**src/sv/gbac_pkg.sv**
```systemverilog
`timescale 1ns / 1ps
// ----------------------------------------------------------------------------
// gbac_pkg
// Shared types, codes and constants of the glyph bitmap to ARGB converter.
// ----------------------------------------------------------------------------
package gbac_pkg;

    // field and port widths
    localparam int MODE_W      = 2;
    localparam int ROW_W       = 13;
    localparam int CFG_DATA_W  = 13;
    localparam int CFG_IDX_W   = 1;
    localparam int WORD_W      = 32;
    localparam int CHAN_W      = 8;
    localparam int NUM_W       = 16;
    localparam int NUM_CHAN    = 3;

    // default for the widest supported bitmap row
    localparam int DEF_MAX_ROW_WIDTH = 4096;

    // source format codes
    localparam logic [MODE_W-1:0] MODE_GRAY = 2'd0;
    localparam logic [MODE_W-1:0] MODE_MONO = 2'd1;
    localparam logic [MODE_W-1:0] MODE_BGRA = 2'd2;

    // register indexes
    localparam logic [CFG_IDX_W-1:0] CFG_SRC_FMT   = 1'b0;
    localparam logic [CFG_IDX_W-1:0] CFG_ROW_WIDTH = 1'b1;

    // reset values of the registers
    localparam logic [MODE_W-1:0] RST_SRC_FMT   = MODE_GRAY;
    localparam logic [ROW_W-1:0]  RST_ROW_WIDTH = 13'd1;

    // pixel constants
    localparam logic [23:0]       WHITE_RGB    = 24'hFF_FFFF;
    localparam logic [CHAN_W-1:0] ALPHA_FULL   = 8'd255;
    localparam logic [CHAN_W-1:0] ALPHA_NONE   = 8'd0;
    localparam logic [2:0]        LAST_BIT_IDX = 3'd7;

    // controller states
    typedef enum logic [1:0] {
        S_IDLE,
        S_DIV_INIT,
        S_DIV_STEP,
        S_EMIT
    } state_t;

    // controller to datapath
    typedef struct packed {
        logic load;
        logic div_init;
        logic div_step;
        logic emit;
    } cmd_t;

    // datapath to controller
    typedef struct packed {
        logic [MODE_W-1:0] mode;
        logic              in_alpha_partial;
        logic              div_last;
        logic              emit_last;
        logic              out_free;
    } status_t;

endpackage

```
**src/sv/gbac_ctrl.sv**
```systemverilog
`timescale 1ns / 1ps
// ----------------------------------------------------------------------------
// gbac_ctrl
// Sequencer: takes a word, runs the divider when needed, then paces pixels.
// ----------------------------------------------------------------------------
module gbac_ctrl
(
    input  logic              clk,
    input  logic              rst_n,
    input  logic              in_valid,
    output logic              in_ready,
    input  gbac_pkg::status_t status,
    output gbac_pkg::cmd_t    cmd
);

    gbac_pkg::state_t state_reg;
    gbac_pkg::state_t state_next;

    // state register
    always_ff @(posedge clk or negedge rst_n)
    begin
        if (!rst_n)
        begin
            state_reg <= gbac_pkg::S_IDLE;
        end
        else
        begin
            state_reg <= state_next;
        end
    end

    // next state
    always_comb
    begin
        state_next = state_reg;
        case (state_reg)
            gbac_pkg::S_IDLE:
            begin
                if (in_valid)
                begin
                    case (status.mode)
                        gbac_pkg::MODE_GRAY: state_next = gbac_pkg::S_EMIT;
                        gbac_pkg::MODE_MONO: state_next = gbac_pkg::S_EMIT;
                        gbac_pkg::MODE_BGRA:
                        begin
                            state_next = status.in_alpha_partial ? gbac_pkg::S_DIV_INIT
                                                                 : gbac_pkg::S_EMIT;
                        end
                        // reserved mode: word dropped
                        default: state_next = gbac_pkg::S_IDLE;
                    endcase
                end
            end
            gbac_pkg::S_DIV_INIT:
            begin
                state_next = gbac_pkg::S_DIV_STEP;
            end
            gbac_pkg::S_DIV_STEP:
            begin
                if (status.div_last)
                begin
                    state_next = gbac_pkg::S_EMIT;
                end
            end
            gbac_pkg::S_EMIT:
            begin
                if (status.out_free && status.emit_last)
                begin
                    state_next = gbac_pkg::S_IDLE;
                end
            end
            default:
            begin
                state_next = gbac_pkg::S_IDLE;
            end
        endcase
    end

    // commands
    always_comb
    begin
        in_ready     = (state_reg == gbac_pkg::S_IDLE);
        cmd.load     = (state_reg == gbac_pkg::S_IDLE) && in_valid;
        cmd.div_init = (state_reg == gbac_pkg::S_DIV_INIT);
        cmd.div_step = (state_reg == gbac_pkg::S_DIV_STEP);
        cmd.emit     = (state_reg == gbac_pkg::S_EMIT) && status.out_free;
    end

endmodule

```
**src/sv/gbac_datapath.sv**
```systemverilog
`timescale 1ns / 1ps
// ----------------------------------------------------------------------------
// gbac_datapath
// Registers, column counter, three-lane restoring divider and output stage.
// ----------------------------------------------------------------------------
module gbac_datapath
#(
    parameter int MAX_ROW_WIDTH = gbac_pkg::DEF_MAX_ROW_WIDTH
)
(
    input  logic                              clk,
    input  logic                              rst_n,
    input  logic                              cfg_we,
    input  logic [gbac_pkg::CFG_IDX_W-1:0]    cfg_index,
    input  logic [gbac_pkg::CFG_DATA_W-1:0]   cfg_data,
    input  logic [gbac_pkg::WORD_W-1:0]       source_word,
    input  gbac_pkg::cmd_t                    cmd,
    output gbac_pkg::status_t                 status,
    output logic                              out_valid,
    input  logic                              out_ready,
    output logic [gbac_pkg::WORD_W-1:0]       argb_pixel,
    output logic                              last_of_item,
    output logic                              row_end
);

    localparam int CW = $clog2(MAX_ROW_WIDTH);
    localparam int EW = $clog2(MAX_ROW_WIDTH + 1);
    localparam int XW = (EW > gbac_pkg::ROW_W) ? EW : gbac_pkg::ROW_W;
    localparam int C8 = gbac_pkg::CHAN_W;
    localparam int NC = gbac_pkg::NUM_CHAN;
    localparam int NW = gbac_pkg::NUM_W;

    logic [gbac_pkg::MODE_W-1:0] mode_reg;
    logic [gbac_pkg::ROW_W-1:0]  row_width_reg;
    logic [gbac_pkg::WORD_W-1:0] word_reg;
    logic [2:0]                  bit_idx_reg;
    logic [CW-1:0]               col_reg;
    logic [NW-1:0]               num_reg [NC];
    logic [C8-1:0]               rem_reg [NC];
    logic [C8-1:0]               quo_reg [NC];
    logic [NC-1:0]               sat_reg;
    logic [2:0]                  step_reg;
    logic                        out_valid_reg;
    logic [gbac_pkg::WORD_W-1:0] out_pixel_reg;
    logic                        out_last_reg;
    logic                        out_row_end_reg;

    logic [C8-1:0]               in_alpha;
    logic [C8-1:0]               alpha;
    logic                        alpha_partial;
    logic [NW-1:0]               num_in [NC];
    logic [C8:0]                 trial [NC];
    logic                        trial_ge [NC];
    logic [C8-1:0]               chan_out [NC];
    logic [XW-1:0]               rw_ext;
    logic [XW-1:0]               w_eff;
    logic [XW-1:0]               col_plus;
    logic                        row_end_now;
    logic                        mono_bit;
    logic                        pix_last;
    logic [gbac_pkg::WORD_W-1:0] pix;
    logic                        out_free;

    // configuration registers
    always_ff @(posedge clk or negedge rst_n)
    begin
        if (!rst_n)
        begin
            mode_reg      <= gbac_pkg::RST_SRC_FMT;
            row_width_reg <= gbac_pkg::RST_ROW_WIDTH;
        end
        else if (cfg_we)
        begin
            case (cfg_index)
                gbac_pkg::CFG_SRC_FMT:   mode_reg      <= cfg_data[gbac_pkg::MODE_W-1:0];
                gbac_pkg::CFG_ROW_WIDTH: row_width_reg <= cfg_data[gbac_pkg::ROW_W-1:0];
                default:                 mode_reg      <= mode_reg;
            endcase
        end
    end

    // alpha of the incoming and the held word
    assign in_alpha      = source_word[31:24];
    assign alpha         = word_reg[31:24];
    assign alpha_partial = (alpha != gbac_pkg::ALPHA_NONE) && (alpha != gbac_pkg::ALPHA_FULL);

    // dividend per channel: c*255 + a/2
    always_comb
    begin
        for (int ch = 0; ch < NC; ch++)
        begin
            num_in[ch] = ({source_word[ch*C8 +: C8], {C8{1'b0}}}
                          - {{C8{1'b0}}, source_word[ch*C8 +: C8]})
                         + {{(C8+1){1'b0}}, in_alpha[C8-1:1]};
        end
    end

    // one restoring step per lane
    always_comb
    begin
        for (int ch = 0; ch < NC; ch++)
        begin
            trial[ch]    = {rem_reg[ch], num_reg[ch][step_reg]};
            trial_ge[ch] = (trial[ch] >= {1'b0, alpha});
        end
    end

    // divider lanes
    always_ff @(posedge clk)
    begin
        if (cmd.load)
        begin
            word_reg <= source_word;
            for (int ch = 0; ch < NC; ch++)
            begin
                num_reg[ch] <= num_in[ch];
            end
        end
        else if (cmd.div_init)
        begin
            for (int ch = 0; ch < NC; ch++)
            begin
                // quotient above 255 when the dividend reaches a*256
                sat_reg[ch] <= (num_reg[ch] >= {alpha, {C8{1'b0}}});
                rem_reg[ch] <= num_reg[ch][NW-1:C8];
            end
        end
        else if (cmd.div_step)
        begin
            for (int ch = 0; ch < NC; ch++)
            begin
                rem_reg[ch]           <= trial_ge[ch] ? C8'(trial[ch] - {1'b0, alpha})
                                                      : trial[ch][C8-1:0];
                quo_reg[ch][step_reg] <= trial_ge[ch];
            end
        end
    end

    // divider bit position
    always_ff @(posedge clk or negedge rst_n)
    begin
        if (!rst_n)
        begin
            step_reg <= '0;
        end
        else if (cmd.div_init)
        begin
            step_reg <= gbac_pkg::LAST_BIT_IDX;
        end
        else if (cmd.div_step)
        begin
            step_reg <= step_reg - 3'd1;
        end
    end

    // effective row width and row end
    assign rw_ext      = XW'(row_width_reg);
    assign w_eff       = (rw_ext == '0) ? XW'(1)
                       : ((rw_ext > XW'(MAX_ROW_WIDTH)) ? XW'(MAX_ROW_WIDTH) : rw_ext);
    assign col_plus    = XW'(col_reg) + XW'(1);
    assign row_end_now = (col_plus >= w_eff);

    // pixel assembly
    assign mono_bit = word_reg[gbac_pkg::LAST_BIT_IDX - bit_idx_reg];
    always_comb
    begin
        for (int ch = 0; ch < NC; ch++)
        begin
            chan_out[ch] = sat_reg[ch] ? gbac_pkg::ALPHA_FULL : quo_reg[ch];
        end
        pix      = word_reg;
        pix_last = 1'b1;
        case (mode_reg)
            gbac_pkg::MODE_GRAY:
            begin
                pix = {word_reg[7:0], gbac_pkg::WHITE_RGB};
            end
            gbac_pkg::MODE_MONO:
            begin
                pix      = {{C8{mono_bit}}, gbac_pkg::WHITE_RGB};
                pix_last = (bit_idx_reg == gbac_pkg::LAST_BIT_IDX) || row_end_now;
            end
            gbac_pkg::MODE_BGRA:
            begin
                if (alpha_partial)
                begin
                    pix = {alpha, chan_out[2], chan_out[1], chan_out[0]};
                end
            end
            default:
            begin
                pix = word_reg;
            end
        endcase
    end

    // column counter and bit position
    always_ff @(posedge clk or negedge rst_n)
    begin
        if (!rst_n)
        begin
            col_reg     <= '0;
            bit_idx_reg <= '0;
        end
        else if (cmd.load)
        begin
            bit_idx_reg <= '0;
        end
        else if (cmd.emit)
        begin
            col_reg     <= row_end_now ? '0 : col_plus[CW-1:0];
            bit_idx_reg <= bit_idx_reg + 3'd1;
        end
    end

    // output stage
    assign out_free = !out_valid_reg || out_ready;

    always_ff @(posedge clk or negedge rst_n)
    begin
        if (!rst_n)
        begin
            out_valid_reg <= 1'b0;
        end
        else if (cmd.emit)
        begin
            out_valid_reg <= 1'b1;
        end
        else if (out_ready)
        begin
            out_valid_reg <= 1'b0;
        end
    end

    always_ff @(posedge clk)
    begin
        if (cmd.emit)
        begin
            out_pixel_reg   <= pix;
            out_last_reg    <= pix_last;
            out_row_end_reg <= row_end_now;
        end
    end

    assign out_valid    = out_valid_reg;
    assign argb_pixel   = out_pixel_reg;
    assign last_of_item = out_last_reg;
    assign row_end      = out_row_end_reg;

    // status to the controller
    always_comb
    begin
        status.mode             = mode_reg;
        status.in_alpha_partial = (in_alpha != gbac_pkg::ALPHA_NONE)
                                  && (in_alpha != gbac_pkg::ALPHA_FULL);
        status.div_last         = (step_reg == 3'd0);
        status.emit_last        = pix_last;
        status.out_free         = out_free;
    end

endmodule

```
**src/sv/glyph_bitmap_to_argb_converter_core.sv**
```systemverilog
`timescale 1ns / 1ps
// ----------------------------------------------------------------------------
// glyph_bitmap_to_argb_converter_core
// Glyph bitmap words in, straight-alpha ARGB8888 pixels out.
// ----------------------------------------------------------------------------
// Takes one source word at a time and delivers its pixels one beat per cycle
// through an output register while the output side does not stall. A BGRA
// word with partial alpha first has its three channels go through an
// eight-step restoring divider, one quotient bit per cycle with the three
// channel lanes in parallel, after a setup state. Write the source format
// (index 0) and row_width (index 1) only while the block is idle; row widths
// of 0 act as 1 and widths above MAX_ROW_WIDTH act as MAX_ROW_WIDTH. With
// source format code 3 a word is taken and dropped.
module glyph_bitmap_to_argb_converter_core
#(
    parameter int MAX_ROW_WIDTH = gbac_pkg::DEF_MAX_ROW_WIDTH
)
(
    input  logic                            clk,
    input  logic                            rst_n,
    input  logic                            cfg_we,
    input  logic [gbac_pkg::CFG_IDX_W-1:0]  cfg_index,
    input  logic [gbac_pkg::CFG_DATA_W-1:0] cfg_data,
    input  logic                            in_valid,
    output logic                            in_ready,
    input  logic [gbac_pkg::WORD_W-1:0]     source_word,
    output logic                            out_valid,
    input  logic                            out_ready,
    output logic [gbac_pkg::WORD_W-1:0]     argb_pixel,
    output logic                            last_of_item,
    output logic                            row_end
);

    gbac_pkg::cmd_t    cmd;
    gbac_pkg::status_t status;

    // sequencer
    gbac_ctrl u_ctrl
    (
        .clk      (clk),
        .rst_n    (rst_n),
        .in_valid (in_valid),
        .in_ready (in_ready),
        .status   (status),
        .cmd      (cmd)
    );

    // datapath
    gbac_datapath
    #(
        .MAX_ROW_WIDTH (MAX_ROW_WIDTH)
    )
    u_datapath
    (
        .clk          (clk),
        .rst_n        (rst_n),
        .cfg_we       (cfg_we),
        .cfg_index    (cfg_index),
        .cfg_data     (cfg_data),
        .source_word  (source_word),
        .cmd          (cmd),
        .status       (status),
        .out_valid    (out_valid),
        .out_ready    (out_ready),
        .argb_pixel   (argb_pixel),
        .last_of_item (last_of_item),
        .row_end      (row_end)
    );

endmodule

```
**config.mk**
```make
export PLATFORM = sky130hd
export DESIGN_NAME = glyph_bitmap_to_argb_converter_core
export DESIGN_NICKNAME = d
export VERILOG_FILES = /design/src/sv/gbac_pkg.sv /design/src/sv/gbac_ctrl.sv /design/src/sv/gbac_datapath.sv /design/src/sv/glyph_bitmap_to_argb_converter_core.sv
export SDC_FILE = /design/constraint.sdc
export NUM_CORES = 1
export LEC_CHECK = 0
export BUFFER_PORTS_ARGS = -buffer_cell sky130_fd_sc_hd__buf_4
export CAP_MARGIN = 20
export CORE_ASPECT_RATIO = 0.5
export CORE_MARGIN = 4
export CORE_UTILIZATION = 50
export CTS_CLUSTER_SIZE = 20
export DETAILED_ROUTE_END_ITERATION = 12
export PLACE_DENSITY = 0.66
export SYNTH_ARGS = -nofsm -noshare
export SYNTH_HDL_FRONTEND = slang
export SYNTH_SLANG_ARGS = --single-unit
```
**constraint.sdc**
```tcl
create_clock -name clk -period 7.9 [get_ports clk]
set_input_delay 0.395 -clock clk [delete_from_list [all_inputs] [get_ports clk]]
set_output_delay 0.395 -clock clk [all_outputs]
set_load 0.02 [all_outputs]
```
==> results of run 1 <==
[final timing paths]
check | end | depth (start not counted)
min in group asynchronous | u_datapath.col_reg[3]$_DFFE_PN0P_ | 2
max in group asynchronous | u_datapath.row_width_reg[0]$_DFFE_PN1P_ | 2
min | u_datapath.word_reg[3]$_DFFE_PP_ | 1
max reg2reg | u_ctrl.state_reg[0]$_DFFE_PN0P_ | 11
max | u_ctrl.state_reg[0]$_DFFE_PN0P_ | 11
min reg2reg | u_datapath.row_width_reg[6]$_DFFE_PN0P_ | 1
[power breakdown]
| group | internal, mW | switching, mW |
|---|---|---|
| Sequential | 1.56 | 0.204 |
| Clock | 0.658 | 0.417 |
| Combinational | 0.743 | 1.13 |
[synthesized netlist by cell type, types with 4 or more instances]
cell | n | area share (%)
a211o_1 | 6 | 0.46
edfxtp_1 | 165 | 43
nor4_1 | 14 | 0.76
a221o_1 | 9 | 0.78
o21a_1 | 12 | 0.78
or3_1 | 9 | 0.49
o2111ai_1 | 5 | 0.38
ha_1 | 91 | 9.9
mux4_2 | 4 | 0.78
mux2_2 | 18 | 1.8
nand2_1 | 73 | 2.4
nand4_1 | 10 | 0.55
nor2b_1 | 26 | 1.4
a21oi_1 | 38 | 1.7
a21o_1 | 6 | 0.39
nand3_1 | 17 | 0.74
o31a_1 | 4 | 0.31
nor3_1 | 49 | 2.1
xnor2_1 | 39 | 3.0
o211ai_1 | 9 | 0.59
dfrtp_1 | 35 | 7.6
nor2_1 | 90 | 2.9
inv_1 | 53 | 1.7
and2_1 | 4 | 0.22
nand2b_1 | 13 | 0.71
a31oi_1 | 9 | 0.49
fa_1 | 6 | 1.0
a22o_1 | 4 | 0.31
o22ai_1 | 4 | 0.22
o31ai_1 | 8 | 0.52
xor2_1 | 16 | 1.2
o21ai_0 | 61 | 2.7
clkbuf_1 | 18 | 0.59
and3_1 | 5 | 0.27
mux2i_1 | 18 | 1.6
o21ai_1 | 11 | 0.48
[through the flow]
step                power (mW)  area [sq um]
CTS                       4.72         13200
global placement          3.59         12400
floorplan                 3.09         11500
global route              5.02         13200
detailed placement        3.64         12400
finish                    4.72         13200
[what timing repair did]
| action | 4_1_cts | 5_1_grt |
|---|---|---|
| hold buffers | 1 | 0 |
| endpoints found under the hold margin | 35 | 0 |
| endpoints found under the setup margin | 0 | 0 |
[routing by layer]
layer	up-vias	routed length [microns]	global-route usage, %
met3	58	1980	4.03
met2	283	13200	37.1
met5	-	0	0
li1	3981	-	-
met4	0	697	5.78
met1	4148	13400	32.5
[cell families after synthesis]
| group | Yosys count | share of synthesized area (%) |
|---|---|---|
| AND/OR/NAND/NOR | 325 | 13.7 |
| XOR/XNOR | 55 | 4.20 |
| multiplexers | 43 | 4.42 |
| adder cells (fa/ha/maj) | 97 | 11.0 |
| flip-flops | 201 | 51.0 |
| AO/OA/AOI/OAI | 214 | 13.0 |
| buffers and inverters | 82 | 2.74 |
[area by class of cell]
cell class / count / area (sq um)
Clock buffer: 25 / 583
Clock inverter: 10 / 163
Fill cell: 1840 / 8890
Inverter: 56 / 210
Multi-Input combinational cell: 734 / 5310
Sequential cell: 201 / 5860
Tap cell: 300 / 375
Timing Repair Buffer: 93 / 721
[placed cells by master (no fill, tap or decap), types with 6 or more instances in the layout]
| cell type | Yosys | layout |
|---|---|---|
| o21a_1 | 12 | 12 |
| nor2b_1 | 26 | 26 |
| nand2_1 | 73 | 73 |
| dfrtp_1 | 35 | 35 |
| nor3_1 | 49 | 49 |
| nand2b_1 | 13 | 13 |
| fa_1 | 6 | 6 |
| xor2_1 | 16 | 16 |
| edfxtp_1 | 165 | 165 |
| a221o_1 | 9 | 9 |
| xnor2_1 | 39 | 39 |
| ha_1 | 91 | 91 |
| buf_4 | 0 | 91 |
| a21o_1 | 6 | 6 |
| o21ai_1 | 11 | 11 |
| mux2i_1 | 18 | 18 |
| a31oi_1 | 9 | 9 |
| o31ai_1 | 8 | 8 |
| nor4_1 | 14 | 14 |
| a211o_1 | 6 | 6 |
| nor2_1 | 90 | 90 |
| inv_1 | 53 | 53 |
| nand3_1 | 17 | 17 |
| o211ai_1 | 9 | 9 |
| or3_1 | 9 | 9 |
| clkbuf_16 | 0 | 23 |
| nand4_1 | 10 | 10 |
| a21oi_1 | 38 | 38 |
| mux2_2 | 18 | 18 |
| o21ai_0 | 61 | 61 |
==> metrics.txt, run 1 <==
final hold vios 0; IO Pins 87; CTS tree built; Syn Std Cell Area between 0.01 and 0.015 sq mm; Area Growth Syn to Fin 15.2%; CP startpoint kind register; CTS sink cnt 201; final setup margin about 4500 ps; Yosys reg bits approximately 200; # Post-CTS Setup Buffers 0; post-synthesis async set-or-reset flop share roughly 18%; DP Worst Slack around 4600 ps; setup tns final 0 ps; CP required approximately 8300 ps; crit-path most repeated cell ha_1; Port-buffer cells between 80 and 90; HP Class input port to register; layout cells sized above 1 14.8%; ANT cells 0; via count between 8000 and 9000; Final Cycle Share 42.5%; Synth Flop Type edfxtp_1; row cnt 38; Worst Path Buf+Inv 0; Rel. slew slack 31.2%; Root Driver clkbuf_16; HPWL after DPL 21800 microns; Post-route DRC 0; Num CTS Buffers 20; fin cells 1419; Largest register FFs 48; drt wl/cell 20.6 microns; critical path class register to register; post-synth net total 1165; Critical Path Fanout Max 10; Inst Count DP 1382; Overflow after GRT 0; synth warn 0; initial antenna violation count 1; status finished clean; Max Slew Vio Count 0; Syn Inst Count just over 1000; Vert. Die Dim about 120 microns; Initial Util between 50 and 60%; fin crit period 3360 ps; fmax around 0.30 GHz; Hold Startpoint source_word[3]; Pre-antenna DRT Iters 7; Yosys cell types 76; vias in the first global route 8274; layout net count about 1300; RSZ-0062 raised after global routing false; CP delay by family, top simple AND/OR/NAND/NOR gates; DR vias/cell 5.97; clock-pin slew of the registers on the worst-case setup and hold paths 60 ps; H-tree Lvls 1; Worst setup startpoint u_datapath.col_reg[0]$_DFFE_PN0P_; Worst EP arrival 3790 ps; Antenna Nets Post-Route 0; core area 0.0221 sq mm; Final Util between 50% and 60%; clock buffer depth 3; Routability Congestion about 0.90; clock skew 9.00 ps; worst hold margin 75.1 ps; Die Width about 220 microns; Post-synth EDFFs 165; Clk Latency, worst-skew pair 510 ps; Mean Syn Cell Area 11.3 sq um; Worst R2R Setup Slack 4540 ps; Slew @ Worst Pin 1030 ps; Seq/Total Area, Yosys 51.0%; PostCTS Resize Cnt 0; Worst path slowest cell a221oi_4; CP max stage delay 440 ps; largest net degree at the start of global routing 80; total global-route track usage 22.9%; reg-to-reg startpoint u_datapath.col_reg[0]$_DFFE_PN0P_; WL final 29300 microns; 1st-iter DRT viols about 840; Max-cap violations 0; CP Capture Type register; Power Dens Cells 357 mW/mm^2; first-pass GRT wire length between 40000 and 50000 microns; leakage power 5.20 nW; Cell Chain, Critical Path ha_1 -> nand3_1 -> nor2_1 -> and3_1 -> xor2_1 -> ha_1 -> and4_4 -> a221oi_4 -> nand2_4 -> o41ai_2 -> mux2i_1; Final Setup Violations 0; VDD IR max 215 uV; die area 0.0256 sq mm
No activity file was read; power rests on OpenSTA's default activity.
==> run 2: changes to the inputs <==
--- a/config.mk
+++ b/config.mk
@@ -12,7 +12,7 @@
 export CORE_UTILIZATION = 50
 export CTS_CLUSTER_SIZE = 20
 export DETAILED_ROUTE_END_ITERATION = 12
-export PLACE_DENSITY = 0.66
+export PLACE_DENSITY = 0.69
 export SYNTH_ARGS = -nofsm -noshare
 export SYNTH_HDL_FRONTEND = slang
 export SYNTH_SLANG_ARGS = --single-unit
==> constraint.sdc (replaced) <==
create_clock -name clk -period 2.8 [get_ports clk]
set_input_delay 0.14 -clock clk [delete_from_list [all_inputs] [get_ports clk]]
set_output_delay 0.14 -clock clk [all_outputs]
set_load 0.02 [all_outputs]
==> run 2 against run 1 <==
Net effect: the run now ends with negative setup slack left; die area stayed put; clock-buffer cell count is 3 lower; highest routed layer unchanged; via count grew 6.1%; largest power group unchanged; clock skew grew 3.8 ps; first-iteration DRC count down 2.1%; combinational power grew to 3.4 times the previous value; routed wire length rose by 5.2%; power increased to 3.1 times the previous value; register-to-register slack got worse by 4600 ps; critical endpoint is now u_datapath.rem_reg[0][8]$_DFFE_PP_; sequential power rose to 2.8 times the previous value.
==> metrics.txt, run 2 (synthesized netlist as in run 1, its figures left out) <==
met3 GRT Util 4.18%; drt wl/cell 20.1 microns; largest net degree at the start of global routing 84; Max-cap violations 0; Root Driver clkbuf_16; status finished with violations; initial antenna violation count 0; first-pass GRT wire length between 40000 and 50000 microns; CP startpoint kind register; VDD IR max 562 uV; Post-route DRC 0; Worst path slowest cell dfrtp_2; Hold Startpoint cfg_index; Overflow after GRT 0; met2 Resource Use GR between 30 and 40%; Vert. Die Dim about 120 microns; clock buffer depth 3; Filler Cell Count 1671; layout cells sized above 1 between 20 and 25%; Port-buffer cells 86; Max Slew Vio Count 0; layout net count between 1000 and 1500; core area 0.0221 sq mm; via count 8983; most frequent cells in the layout edfxtp_1, buf_4, ha_1; CTS sink cnt 201; Antenna Nets Post-Route 0; Power Dens Cells 997 mW/mm^2; DR vias/cell 5.86; H-tree Lvls 1; ANT cells 0; R2R cell count 11; worst hold margin ~14 ps; fin crit period 2870 ps; final hold vios 0; CP max stage delay about 470 ps; multi-input logic area 0.00555 sq mm; Worst Path Buf+Inv 0; r2r endpoint u_datapath.rem_reg[0][8]$_DFFE_PP_; commonest non-fill, non-tap cell in the layout edfxtp_1; vias in the first global route 8978; peak-usage layer in the global routing report met2; row cnt 38; Clk Latency, worst-skew pair 520 ps; Rel. slew slack 34.8%; Worst R2R Setup Slack -70 ps; clock skew around 13 ps; Seq. cell area 0.00586 sq mm; Final Util approximately two thirds; Area Growth Syn to Fin 25.8%; violated checks negative setup slack; Largest register FFs 48; CP delay by family, top compound AO/OA/AOI/OAI gates; met1 Use GR 33.8%; DP Worst Slack -214 ps; Critical Path Fanout Max 6; CP Capture Type register; Power Total 14.4 mW; Slew @ Worst Pin between 900 and 1000 ps; CP required 3170 ps; leakage power 5.74 nW; HP Class input port to register; IO Pins 87; CTS tree built; Initial Util 51.9%; reg-to-reg startpoint u_datapath.step_reg[1]$_DFFE_PN0P_; Cell Chain, Critical Path mux2_4 -> a22oi_2 -> o22ai_2 -> a21oi_2 -> ha_2 -> nor2b_2 -> o31a_1 -> o211ai_1 -> and2b_2 -> mux2_1 -> mux2i_1; total global-route track usage 24.0%; WHS Path Cells 3; Pre-antenna DRT Iters 5; clock-pin slew of the registers on the worst-case setup and hold paths 70 ps; die area 0.0256 sq mm; Worst EP arrival about 3200 ps; 1st-iter DRT viols 825; Final Cycle Share 103%; WL final 30800 microns; Final Setup Violations 8; final setup margin -72.7 ps; Num CTS Buffers 20; Die Width around 220 microns; Worst Hold End u_datapath.mode_reg[0]$_DFFE_PN0P_; Routability Congestion 0.876; HPWL after DPL between 20000 and 25000 microns; RSZ-0062 raised after global routing true; critical path class register to register; fmax 0.348 GHz
==> run 2: metrics by stage <==
stage	setup TNS, ps	instance area (sq um)	std cells
6_report	-187	14400	1533
5_1_grt	-2980	14400	1533
4_1_cts	-25.5	14200	1524
3_5_place_dp	-4140	12800	1429
3_3_place_gp	-890	12800	1429
2_1_floorplan	0	11500	1017
==> run 2: how the worst max path moves through the flow <==
stage	depth (start not counted)	from	to
finish	11	u_datapath.step_reg[1]$_DFFE_PN0P_	u_datapath.rem_reg[0][8]$_DFFE_PP_
global route	11	u_datapath.step_reg[1]$_DFFE_PN0P_	u_datapath.rem_reg[0][8]$_DFFE_PP_
CTS	10	u_datapath.step_reg[1]$_DFFE_PN0P_	u_datapath.rem_reg[0][5]$_DFFE_PP_
detailed placement	9	u_datapath.step_reg[1]$_DFFE_PN0P_	u_datapath.rem_reg[0][4]$_DFFE_PP_
global placement	9	u_datapath.step_reg[1]$_DFFE_PN0P_	u_datapath.rem_reg[0][4]$_DFFE_PP_
floorplan	10	u_datapath.col_reg[0]$_DFFE_PN0P_	u_datapath.last_of_item$_DFFE_PP_
==> run 2: repair_timing <==
action / CTS / global route
buffers inserted: 10 / 9
hold buffers: 48 / 0
gates cloned: 1 / 0
endpoints found under the setup margin: 52 / 53
resized for setup: 16 / 49
pin swaps: 8 / 18
endpoints found under the hold margin: 94 / 0
==> run 2: final cells by class <==
type                    count  area share, %
flip-flops and latches    201           40.6
clock buffers              22           3.52
inverters                  56           1.49
multi-input cells         735           38.4
clock inverters            14           1.50
repair buffers            205           11.9
well taps                 300           2.60
==> run 2: report_power, final <==
| part | internal (mW) | total [mW] | switching (mW) |
|---|---|---|---|
| Combinational | 2.87 | 6.45 | 3.59 |
| Clock | 1.79 | 3.01 | 1.22 |
| Sequential | 4.41 | 4.93 | 0.527 |
| Total | 9.06 | 14.4 | 5.34 |
==> run 2: tightest hold or removal path: stages <==
cell and delay (ps):
buf_4 80, nor2b_1 50, mux2_2 220
==> run 2: metal layers <==
| layer | share of wire [%] | wire length, microns | vias up |
|---|---|---|---|
| li1 | - | - | 4212 |
| met4 | 2.5 | 766 | 0 |
| met1 | 45 | 13800 | 4394 |
| met3 | 7.1 | 2200 | 54 |
| met2 | 45 | 14000 | 323 |
| met5 | 0 | 0 | - |
==> run 3: changes to the inputs <==
--- a/config.mk
+++ b/config.mk
@@ -13,6 +13,7 @@
 export CTS_CLUSTER_SIZE = 20
 export DETAILED_ROUTE_END_ITERATION = 12
 export PLACE_DENSITY = 0.69
+export SKIP_LAST_GASP = 1
 export SYNTH_ARGS = -nofsm -noshare
 export SYNTH_HDL_FRONTEND = slang
 export SYNTH_SLANG_ARGS = --single-unit
==> run 3 against run 2 <==
Net effect: the run still ends with negative setup slack left; sequential power barely moved; clock-buffer cell count did not move; highest routed layer unchanged; maximum frequency rose by 0.34%; combinational power rose by 2%; worst hold slack got worse by 1.2 ps; first-iteration DRC count fell by 0.24%; clock power barely moved; routed wire length rose by 0.42%; flip-flop and latch count did not move; power rose by 0.97%; die area did not move; critical path type unchanged.
==> metrics.txt, run 3 (synthesized netlist as in run 1, its figures left out) <==
status finished with violations; violated checks negative setup slack; HPWL after DPL 22300 microns; most frequent cells in the layout edfxtp_1, buf_4, ha_1; H-tree Lvls 1; Power Total 14.5 mW; Rel. slew slack between 30% and 40%; Pre-antenna DRT Iters 5; Final Setup Violations 6; Slew @ Worst Pin 955 ps; Num CTS Buffers 20; Vert. Die Dim 115 microns; row cnt 38; first-pass GRT wire length 48500 microns; WHS Path Cells 3; leakage power ~5.8 nW; Post-route DRC 0; Die Width approximately 220 microns; Initial Util a little over 50%; Critical Path Fanout Max 6; Seq. cell area 0.00586 sq mm; Routability Congestion 0.876; layout net count around 1400; Filler Cell Count 1665; Area Growth Syn to Fin 26.3%; CTS sink cnt 201; Port-buffer cells between 80 and 90; CP required between 3000 and 4000 ps; fin crit period between 2000 and 3000 ps; final hold vios 0; fmax 0.349 GHz; Worst EP arrival 3230 ps; Final Cycle Share 102%; CTS tree built; drt wl/cell 20.1 microns; Clk Latency, worst-skew pair 520 ps; setup tns final -168 ps; Power Dens Cells 1000 mW/mm^2; core area 0.0221 sq mm; R2R cell count 11; VDD IR max 562 uV; DR vias/cell 5.86; layout cells sized above 1 22.4%; 1st-iter DRT viols 823; via count ~9000; DP Worst Slack -214 ps; initial antenna violation count 0; total global-route track usage a little under a quarter; HP Class input port to register; Max Slew Vio Count 0; final setup margin -63.0 ps; multi-input logic area 0.00558 sq mm; Antenna Nets Post-Route 0; Root Driver clkbuf_16; CP startpoint kind register; clock-pin slew of the registers on the worst-case setup and hold paths 70 ps; vias in the first global route 8979; ANT cells 0; Max-cap violations 0; WL final 30900 microns; Largest register FFs 48; CP Capture Type register; clock skew about 15 ps; RSZ-0062 raised after global routing true; clock buffer depth 3; IO Pins 87; critical path class register to register; largest net degree at the start of global routing 84; die area 0.0256 sq mm; commonest non-fill, non-tap cell in the layout edfxtp_1; Overflow after GRT 0
[run 3: cell count changes in the layout (fill, tap and decap cells not counted), sizes merged]
cell | before | now
buf | 157 | 159
[run 3: layout make-up]
| class | instances | share of cell area [%] |
|---|---|---|
| multi-input cells | 735 | 38.5 |
| well taps | 300 | 2.59 |
| flip-flops and latches | 201 | 40.4 |
| clock inverters | 14 | 1.49 |
| inverters | 56 | 1.49 |
| clock buffers | 22 | 3.51 |
| repair buffers | 207 | 12.0 |
[run 3: report_power, final]
group / total (mW) / internal [mW] / switching [mW]
sequential: 4.94 / 4.41 / 0.531
combinational: 6.59 / 2.94 / 3.65
clock: 3.01 / 1.79 / 1.22
[run 3: final timing paths]
path                                                          from                                      end  slack [ps]
min                                                      cfg_index       u_datapath.mode_reg[0]$_DFFE_PN0P_          10
min in group asynchronous                                    rst_n        u_datapath.col_reg[2]$_DFFE_PN0P_         130
max                             u_datapath.step_reg[1]$_DFFE_PN0P_       u_datapath.rem_reg[0][8]$_DFFE_PP_         -60
max reg2reg                     u_datapath.step_reg[1]$_DFFE_PN0P_       u_datapath.rem_reg[0][8]$_DFFE_PP_         -60
max in group asynchronous                                    rst_n       u_datapath.step_reg[1]$_DFFE_PN0P_        2280
min reg2reg                u_datapath.row_width_reg[8]$_DFFE_PN0P_  u_datapath.row_width_reg[8]$_DFFE_PN0P_         540
[run 3: routing by layer]
metal  vias up  global-route usage, %  routed length (microns)
li1       4221                      -                        -
met1      4345                   33.8                    13500
met2       369                   39.3                    14100
met3        59                   4.21                     2530
met4         0                   6.03                      781
met5         -                      0                        0
[run 3: through the flow]
step	hold WS (ps)	instance area, sq um	instances	util, %
final	13.1	14500	1535	65.5
after global routing	19.1	14500	1535	65.5
after CTS	8.57	14200	1524	64.2
after detailed placement	149	12800	1429	58.1
after global placement	136	12800	1429	58.1
after floorplan	-156	11500	1017	-
[run 3: timing repair]
action                                  4_1_cts  5_1_grt
setup buffers                                10       11
gates cloned                                  1        0
hold buffers                                 48        0
endpoints found under the setup margin       52       53
hold endpoints to repair                     94        0
pin swaps                                     8       20
gates resized for setup                      15       55
[run 3: worst max-delay path: stages, from the launching register on]
cell and delay (ps):
dfrtp_2 460, mux2_4 320, a22oi_2 180, o22ai_2 100, a21oi_2 180, ha_2 240, nor2b_2 50, o31a_1 250
o211ai_1 210, and2b_2 250, mux2_1 340, mux2i_1 130
